==> src/hdl/two_fragment_reassembly_table_top_defines.svh <==
// Assertion macros shared by the reassembly table RTL.
`ifndef TWO_FRAGMENT_REASSEMBLY_TABLE_TOP_DEFINES_SVH
`define TWO_FRAGMENT_REASSEMBLY_TABLE_TOP_DEFINES_SVH

`ifndef SYNTH
// Checked property, disabled while reset is asserted.
`define TFRT_ASSERT(lbl, clk, rst_n, prop, msg) \
	lbl: assert property (@(posedge clk) disable iff (!rst_n) (prop)) else $error(msg);
// Checked property, also active during reset.
`define TFRT_ASSERT_ALWAYS(lbl, clk, prop, msg) \
	lbl: assert property (@(posedge clk) (prop)) else $error(msg);
`else
`define TFRT_ASSERT(lbl, clk, rst_n, prop, msg)
`define TFRT_ASSERT_ALWAYS(lbl, clk, prop, msg)
`endif

`endif

==> src/hdl/tfrt_pkg.sv <==
// Types and constants of the two-fragment reassembly table.
`timescale 1ns / 1ps
`default_nettype none
package tfrt_pkg;

	localparam int FIELD_W = 64;
	localparam int FRAME_W = 8;

	typedef enum logic [1:0] {
		ST_IDLE,
		ST_SCAN,
		ST_CMP,
		ST_FINISH
	} fsm_state_t;

	// Commands from the sequencer to the pending-flag bank.
	typedef struct packed {
		logic alloc;       // set pending at write pointer, advance pointer
		logic release_hit; // clear pending at the given index
		logic visit;       // mark the given index as examined in this search
		logic scan_clear;  // start a new search
	} pend_ctl_t;

endpackage
`default_nettype wire

==> src/hdl/two_fragment_reassembly_table_top.sv <==
// Top level of the two-fragment reassembly table.
`timescale 1ns / 1ps
`default_nettype none
`include "two_fragment_reassembly_table_top_defines.svh"
// Rejoins packets sent as two fragments. A transfer with frame number 0 stores
// its serial and first payload at the round-robin write pointer and marks that
// entry pending; any other frame number looks for the lowest pending entry with
// the same serial, clears it on a hit and returns the joined packet. Each input
// transfer gives exactly one output transfer (all zero unless complete). One
// item is worked on at a time. A later fragment examines the pending entries
// one after another, at most ENTRIES of them, as the single read port of the
// entry RAM returns one candidate per cycle. Pending flags sit in flip-flops
// cleared by reset, so no clearing pass is needed. A new item is accepted
// while the previous result still waits in the output register.
module two_fragment_reassembly_table_top #(
	parameter int ENTRIES      = 8,
	parameter int SERIAL_BYTES = 8,
	parameter int FIRST_BYTES  = 8,
	parameter int SECOND_BYTES = 8
) (
	input  wire logic         clk,
	input  wire logic         arst_n,
	input  wire logic         s_tvalid,
	output logic              s_tready,
	input  wire logic [127:0] s_tdata,  // sender_serial[63:0], fragment_payload[127:64]
	input  wire logic [7:0]   s_tuser,  // frame_number[7:0]
	output logic              m_tvalid,
	input  wire logic         m_tready,
	output logic      [191:0] m_tdata,  // origin_serial[63:0], first_part[127:64],
	                                    // second_part[191:128]
	output logic      [0:0]   m_tuser   // complete[0]
);
	import tfrt_pkg::*;

	localparam int IDX_W   = (ENTRIES > 1) ? $clog2(ENTRIES) : 1;
	localparam int SER_W   = 8 * SERIAL_BYTES;
	localparam int FIRST_W = 8 * FIRST_BYTES;
	localparam int SEC_W   = 8 * SECOND_BYTES;
	localparam int RAM_W   = SER_W + FIRST_W;
	localparam logic [FIELD_W-1:0] SEC_MASK = ~({FIELD_W{1'b1}} >> SEC_W);

	fsm_state_t state_q, state_d;

	logic               first_q;
	logic [SER_W-1:0]   ser_q;
	logic [FIELD_W-1:0] pay_q;
	logic [IDX_W-1:0]   cur_idx_q;
	logic               hit_q;
	logic [FIRST_W-1:0] hit_first_q;

	logic               m_tvalid_q;
	logic [191:0]       m_tdata_q;
	logic [0:0]         m_tuser_q;

	logic               accept;
	logic               out_free;
	logic               match;
	logic               issue;
	logic               finish;
	pend_ctl_t          ctl;
	logic [IDX_W-1:0]   pend_idx;
	logic [IDX_W-1:0]   wp;
	logic               cand_valid;
	logic [IDX_W-1:0]   cand_idx;
	logic [RAM_W-1:0]   ram_wdata;
	logic [RAM_W-1:0]   ram_rdata;
	logic [SER_W-1:0]   rd_ser;
	logic [FIRST_W-1:0] rd_first;
	logic [FIELD_W-1:0] origin_w;
	logic [FIELD_W-1:0] first_w;

	assign accept   = s_tvalid && s_tready;
	assign out_free = !m_tvalid_q || m_tready;
	assign rd_ser   = ram_rdata[FIRST_W +: SER_W];
	assign rd_first = ram_rdata[FIRST_W-1:0];
	assign match    = (rd_ser == ser_q);

	// next state
	always_comb begin
		state_d = state_q;
		unique case (state_q)
			ST_IDLE: begin
				if (s_tvalid) begin
					state_d = (s_tuser == '0) ? ST_FINISH : ST_SCAN;
				end
			end
			ST_SCAN: begin
				state_d = cand_valid ? ST_CMP : ST_FINISH;
			end
			ST_CMP: begin
				if (match || !cand_valid) begin
					state_d = ST_FINISH;
				end
			end
			ST_FINISH: begin
				if (out_free) begin
					state_d = ST_IDLE;
				end
			end
			default: state_d = ST_IDLE;
		endcase
	end

	// outputs of the sequencer
	always_comb begin
		s_tready = 1'b0;
		issue    = 1'b0;
		finish   = 1'b0;
		unique case (state_q)
			ST_IDLE:   s_tready = 1'b1;
			ST_SCAN:   issue    = cand_valid;
			ST_CMP:    issue    = !match && cand_valid;
			ST_FINISH: finish   = out_free;
			default: ;
		endcase
		ctl.scan_clear  = accept;
		ctl.visit       = issue;
		ctl.alloc       = finish && first_q;
		ctl.release_hit = finish && hit_q;
		pend_idx        = ctl.release_hit ? cur_idx_q : cand_idx;
	end

	always_ff @(posedge clk or negedge arst_n) begin
		if (!arst_n) begin
			state_q    <= ST_IDLE;
			m_tvalid_q <= 1'b0;
			hit_q      <= 1'b0;
		end else begin
			state_q <= state_d;
			if (finish) begin
				m_tvalid_q <= 1'b1;
			end else if (m_tready) begin
				m_tvalid_q <= 1'b0;
			end
			if (accept) begin
				hit_q <= 1'b0;
			end else if (state_q == ST_CMP && match) begin
				hit_q <= 1'b1;
			end
		end
	end

	always_ff @(posedge clk) begin
		if (accept) begin
			first_q <= (s_tuser == '0);
			ser_q   <= s_tdata[FIELD_W-1 -: SER_W];
			pay_q   <= s_tdata[2*FIELD_W-1:FIELD_W];
		end
		if (issue) begin
			cur_idx_q <= cand_idx;
		end
		if (state_q == ST_CMP && match) begin
			hit_first_q <= rd_first;
		end
		if (finish) begin
			m_tuser_q <= hit_q;
			if (hit_q) begin
				m_tdata_q <= {pay_q & SEC_MASK, first_w, origin_w};
			end else begin
				m_tdata_q <= '0;
			end
		end
	end

	// kept bytes back to their leading positions
	always_comb begin
		origin_w                      = '0;
		origin_w[FIELD_W-1 -: SER_W]  = ser_q;
		first_w                       = '0;
		first_w[FIELD_W-1 -: FIRST_W] = hit_first_q;
	end

	assign ram_wdata = {ser_q, pay_q[FIELD_W-1 -: FIRST_W]};

	tfrt_ram #(
		.WIDTH (RAM_W),
		.DEPTH (ENTRIES)
	) u_ram (
		.clk   (clk),
		.we    (ctl.alloc),
		.waddr (wp),
		.wdata (ram_wdata),
		.re    (issue),
		.raddr (cand_idx),
		.rdata (ram_rdata)
	);

	tfrt_pend #(
		.ENTRIES (ENTRIES)
	) u_pend (
		.clk        (clk),
		.arst_n     (arst_n),
		.ctl        (ctl),
		.idx        (pend_idx),
		.wp         (wp),
		.cand_valid (cand_valid),
		.cand_idx   (cand_idx)
	);

	assign m_tvalid = m_tvalid_q;
	assign m_tdata  = m_tdata_q;
	assign m_tuser  = m_tuser_q;

	`TFRT_ASSERT(a_one_item, clk, arst_n, accept |=> !s_tready, "second item taken while busy")
	`TFRT_ASSERT(a_result_out, clk, arst_n, finish |=> m_tvalid, "finished result not presented")
	`TFRT_ASSERT(a_store_no_hit, clk, arst_n, ctl.alloc |-> !hit_q, "first fragment flagged as hit")

endmodule
`default_nettype wire

==> src/hdl/tfrt_ram.sv <==
// Generic simple dual-port RAM with registered read.
`timescale 1ns / 1ps
`default_nettype none
module tfrt_ram #(
	parameter int WIDTH = 8,
	parameter int DEPTH = 8,
	localparam int AW = (DEPTH > 1) ? $clog2(DEPTH) : 1
) (
	input  wire logic             clk,
	input  wire logic             we,
	input  wire logic [AW-1:0]    waddr,
	input  wire logic [WIDTH-1:0] wdata,
	input  wire logic             re,
	input  wire logic [AW-1:0]    raddr,
	output logic      [WIDTH-1:0] rdata
);

	logic [WIDTH-1:0] mem [DEPTH];

	always_ff @(posedge clk) begin
		if (we) begin
			mem[waddr] <= wdata;
		end
		if (re) begin
			rdata <= mem[raddr];
		end
	end

endmodule
`default_nettype wire

==> src/hdl/tfrt_pend.sv <==
// Pending flags, round-robin write pointer and lowest-candidate search.
`timescale 1ns / 1ps
`default_nettype none
`include "two_fragment_reassembly_table_top_defines.svh"
module tfrt_pend #(
	parameter int ENTRIES = 8,
	localparam int IDX_W = (ENTRIES > 1) ? $clog2(ENTRIES) : 1
) (
	input  wire logic               clk,
	input  wire logic               arst_n,
	input  wire tfrt_pkg::pend_ctl_t ctl,
	input  wire logic [IDX_W-1:0]   idx,
	output logic      [IDX_W-1:0]   wp,
	output logic                    cand_valid,
	output logic      [IDX_W-1:0]   cand_idx
);
	import tfrt_pkg::*;

	logic [ENTRIES-1:0] pend_q;
	logic [ENTRIES-1:0] visited_q;
	logic [IDX_W-1:0]   wp_q;
	logic [ENTRIES-1:0] avail;

	always_ff @(posedge clk or negedge arst_n) begin
		if (!arst_n) begin
			pend_q    <= '0;
			visited_q <= '0;
			wp_q      <= '0;
		end else begin
			if (ctl.alloc) begin
				pend_q[wp_q] <= 1'b1;
				if (wp_q == IDX_W'(ENTRIES - 1)) begin
					wp_q <= '0;
				end else begin
					wp_q <= wp_q + 1'b1;
				end
			end
			if (ctl.release_hit) begin
				pend_q[idx] <= 1'b0;
			end
			if (ctl.scan_clear) begin
				visited_q <= '0;
			end else if (ctl.visit) begin
				visited_q[idx] <= 1'b1;
			end
		end
	end

	// lowest pending entry not yet examined in this search
	always_comb begin
		avail    = pend_q & ~visited_q;
		cand_idx = '0;
		for (int i = ENTRIES - 1; i >= 0; i--) begin
			if (avail[i]) begin
				cand_idx = IDX_W'(i);
			end
		end
		cand_valid = |avail;
	end

	assign wp = wp_q;

	`TFRT_ASSERT(a_release_pending, clk, arst_n, ctl.release_hit |-> pend_q[idx], "release of idle entry")
	`TFRT_ASSERT(a_visit_cand, clk, arst_n, ctl.visit |-> (cand_valid && idx == cand_idx), "visit off candidate")
	`TFRT_ASSERT(a_alloc_sets, clk, arst_n, ctl.alloc |=> pend_q[$past(wp_q)], "alloc did not mark pending")

endmodule
`default_nettype wire

==> config.mk <==
export PLATFORM = sky130hd
export DESIGN_NAME = two_fragment_reassembly_table_top
export DESIGN_NICKNAME = d
export VERILOG_FILES = /design/src/hdl/tfrt_pkg.sv /design/src/hdl/two_fragment_reassembly_table_top.sv /design/src/hdl/tfrt_ram.sv /design/src/hdl/tfrt_pend.sv
export VERILOG_INCLUDE_DIRS = /design/src /design/src/hdl
export SDC_FILE = /design/constraint.sdc
export NUM_CORES = 2
export LEC_CHECK = 0
export BUFFER_PORTS_ARGS = -buffer_cell sky130_fd_sc_hd__buf_2
export CORE_MARGIN = 8
export CORE_UTILIZATION = 39
export CTS_CLUSTER_SIZE = 28
export DETAILED_ROUTE_END_ITERATION = 12
export PLACE_DENSITY = 0.59
export SYNTH_ARGS = -nofsm -noshare
export SYNTH_HDL_FRONTEND = slang
export SYNTH_SLANG_ARGS = --single-unit
==> constraint.sdc <==
create_clock -name clk -period 20 [get_ports clk]
set_input_delay 2 -clock clk [delete_from_list [all_inputs] [get_ports clk]]
set_output_delay 2 -clock clk [all_outputs]
set_load 0.01 [all_outputs]
==> impl_metrics.ini <==
[setup_path]
crit_fanout = 60
crit_path_end_kind = flip-flop
path_cells = buf_2, nand2b_1, and2_4, nand2_1, nor3_2, buf_4, buf_4
worstPathRequired_ns = 20.39
critPathKind = in2reg
arrival_ns = 5.33
cp_common_cell = buf_4
cp-start-kind = primary input
slowest_stage = buf_4
slowest_delay_ns = 0.95

[clock_tree]
clk_pin_slew_worst_paths_ns = 0.06
cts-resized-gates = 0
cts_buffers = 167
cts.sinks = 1564
cts_tree = built
clk_latency_ns = 0.80
h-tree-depth = 4
cts_setup_buffers = 0
cts_hold_buf = 0
clockBufferDepth = 3
clockRootBuffer = clkbuf_16

[pwr]
pwr-share-comb_pct = 22.6
power.switching_mw = 2.81
power.internal_mw = 6.90
p_per_area_mw_per_mm2 = 141
power_frac_seq_pct = 46.3
clockPowerShare_pct = 31.0
p_leak_nw = 22.9
peakVddDrop_v = 0.000125
switching_share_pct = 28.9

[die]
num_rows = 143
core_area_mm2 = 0.152
start_util_pct = 39.2
dieHeight_um = 407
dieArea_mm2 = 0.165
ioPinCount = 335
die_width_um = 407

[grt]
grt_max_degree = 129
grt_overflow = 0
first_global_vias = 28600
antenna_found_initial = 6
grt_usage_pct = 15.0
grt_pass1_wl_um = 185000

[layout]
final_cells = 5585
drive_gt1_share_pct = 21.9
fill_cells = 13000
multi_input_area_mm2 = 0.0119
nets = 3559
ff_latch_area_mm2 = 0.0469
stdcell_area_mm2 = 0.0689
syn_to_final_growth_pct = 15.7

[timing]
tightest_slew_ns = 1.15
drv_slew = 0
fin_crit_sh_pct = 24.7
slew_headroom_pct = 23.1
max_freq_ghz = 0.202
rsz0062_at_grt = no
hold_viol_final = 0
skew_ns = 0.0414
fin_setup_tns_ns = 0
setup_violations = 0
fin_crit_ns = 4.94

[placed_design]
dp_hpwl_um = 71100
placed_cell_area_mm2 = 0.0634
placed_cells = 5274
io_buffers = 334
gp_congestion = 0.722

[drt]
viasPerCell = 4.90
vias = 27400
drc_errors = 0
drtIter0Drc = 1718
drt-total-wl_um = 127000
ant_nets = 0
wl_per_cell_um = 22.7
dr.pass1.iters = 5

[logic_synthesis]
yosysWarnings = 0
async_flop_share_pct = 1.47
synth_nets = 3129
synth_cell_type_count = 48
ys.flop_type = edfxtp_1
syn-mean-instance-area_um2 = 20.0
synth_edf_count = 1541
seq_area_frac_synth_pct = 78.7
netlist_instances = 2983
netlist_area_mm2 = 0.0595
yosys_register_bits = 1564

[job]
drv_cap = 0

[min_path]
hold_path.class = reg2reg

[outcome]
status = finished clean
-- placed cells by master (no fill, tap or decap), drive strengths merged, types with 8 or more instances in the layout --
cell,count
xnor2,64
nand2b,12
o41ai,8
dfrtp,23
mux2,130
nand4,18
edfxtp,1541
nand2,20
nor3,10
bufinv,12
nor2,9
mux2i,768
clkbuf,199
buf,385
inv,14
clkinv,87
and2,193
-- worst max-delay path: cells and delay by family --
family,cells,cell delay [ns]
buffers and inverters,3,1.81
AND/OR/NAND/NOR,4,1.44
-- power by group through the flow --
stage | Clock [mW] | Sequential, mW | Combinational (mW)
finish | 3.01 | 4.50 | 2.20
global route | 3.22 | 4.54 | 2.38
CTS | 3.10 | 4.51 | 2.26
detailed placement | 0 | 4.57 | 2.25
global placement | 0 | 4.56 | 2.24
floorplan | 0 | 4.57 | 1.68
-- cell usage after synthesis (all sizes together), types with 3 or more instances --
master  instances  area [µm²]
nand3           3        15.0
o32a            6        60.1
nand4          18         113
nor2b           5        36.3
nand2          20        75.1
dfrtp          23         576
o21ai           5        25.0
xnor2          64         561
ha              6        75.1
and2          193        1210
edfxtp       1541       46300
nor4            6        37.5
mux2i         768        7690
o41ai           8         100
mux2          130        1460
nand2b         12        75.1
inv             8        30.0
buf            90         696
clkbuf         34         128
nor2            9        43.8
nor3           10        50.1
-- per-stage QoR --
stage               hold slack [ns]  setup WS [ns]  util (%)  power, mW
global route                  0.426          14.78      45.4       10.1
detailed placement            0.405          14.14      41.8       6.82
global placement              0.402          14.16      41.8       6.80
floorplan                     0.400          0.833         -       6.25
CTS                           0.419          14.99      45.4       9.87
finish                        0.417          15.06      45.4       9.71
-- routing by layer --
layer	vias to the layer above	wire [µm]	global-route usage (%)
met3	188	6220	3.37
met4	0	3040	4.65
li1	12500	-	-
met1	14100	55500	19.6
met5	-	0	0
met2	568	61800	25.0
-- cells by family after synthesis --
group,count (synthesis),synth area share [%]
buffers and inverters,132,1.43
flip-flops,1564,78.7
XOR/XNOR,64,0.942
multiplexers,898,15.4
AND/OR/NAND/NOR,283,2.87
adder cells (fa/ha/maj),6,0.126
AO/OA/AOI/OAI,36,0.565
-- state kept, by name, summed over array words and instances (netlist names), 8 cells and up --
register / flops
u_ram.mem: 1024
m_tdata: 192
u_ram.rdata: 128
first_w: 64
origin_w: 64
pay_q: 64
u_pend.pend_q: 8
u_pend.visited_q: 8
-- path summary, 6_finish.rpt --
kind	to	cells past startpoint	slack (ns)	start
min reg2reg	first_w[12]$_DFFE_PP_	0	0.42	u_ram.rdata[12]$_DFFE_PP_
min in group asynchronous	u_pend.pend_q[2]$_DFF_PN0_	1	1.22	arst_n
min	first_w[12]$_DFFE_PP_	0	0.42	u_ram.rdata[12]$_DFFE_PP_
max	u_ram.mem[2][72]$_DFFE_PP_	7	15.06	m_tready
max reg2reg	u_ram.rdata[90]$_DFFE_PP_	8	15.70	origin_w[62]$_DFFE_PP_
max in group asynchronous	hit_q$_DFFE_PN0P_	1	18.30	arst_n
-- final cells by class --
type / count / area share (%)
Inverter: 8 / 0.0509
Clock inverter: 109 / 1.51
Timing Repair Buffer: 385 / 3.04
Multi-Input combinational cell: 1287 / 17.3
Antenna cell: 3 / 0.0109
Clock buffer: 199 / 6.35
Tap cell: 2030 / 3.69
Sequential cell: 1564 / 68.0
Power figures use the tool's default switching activity.
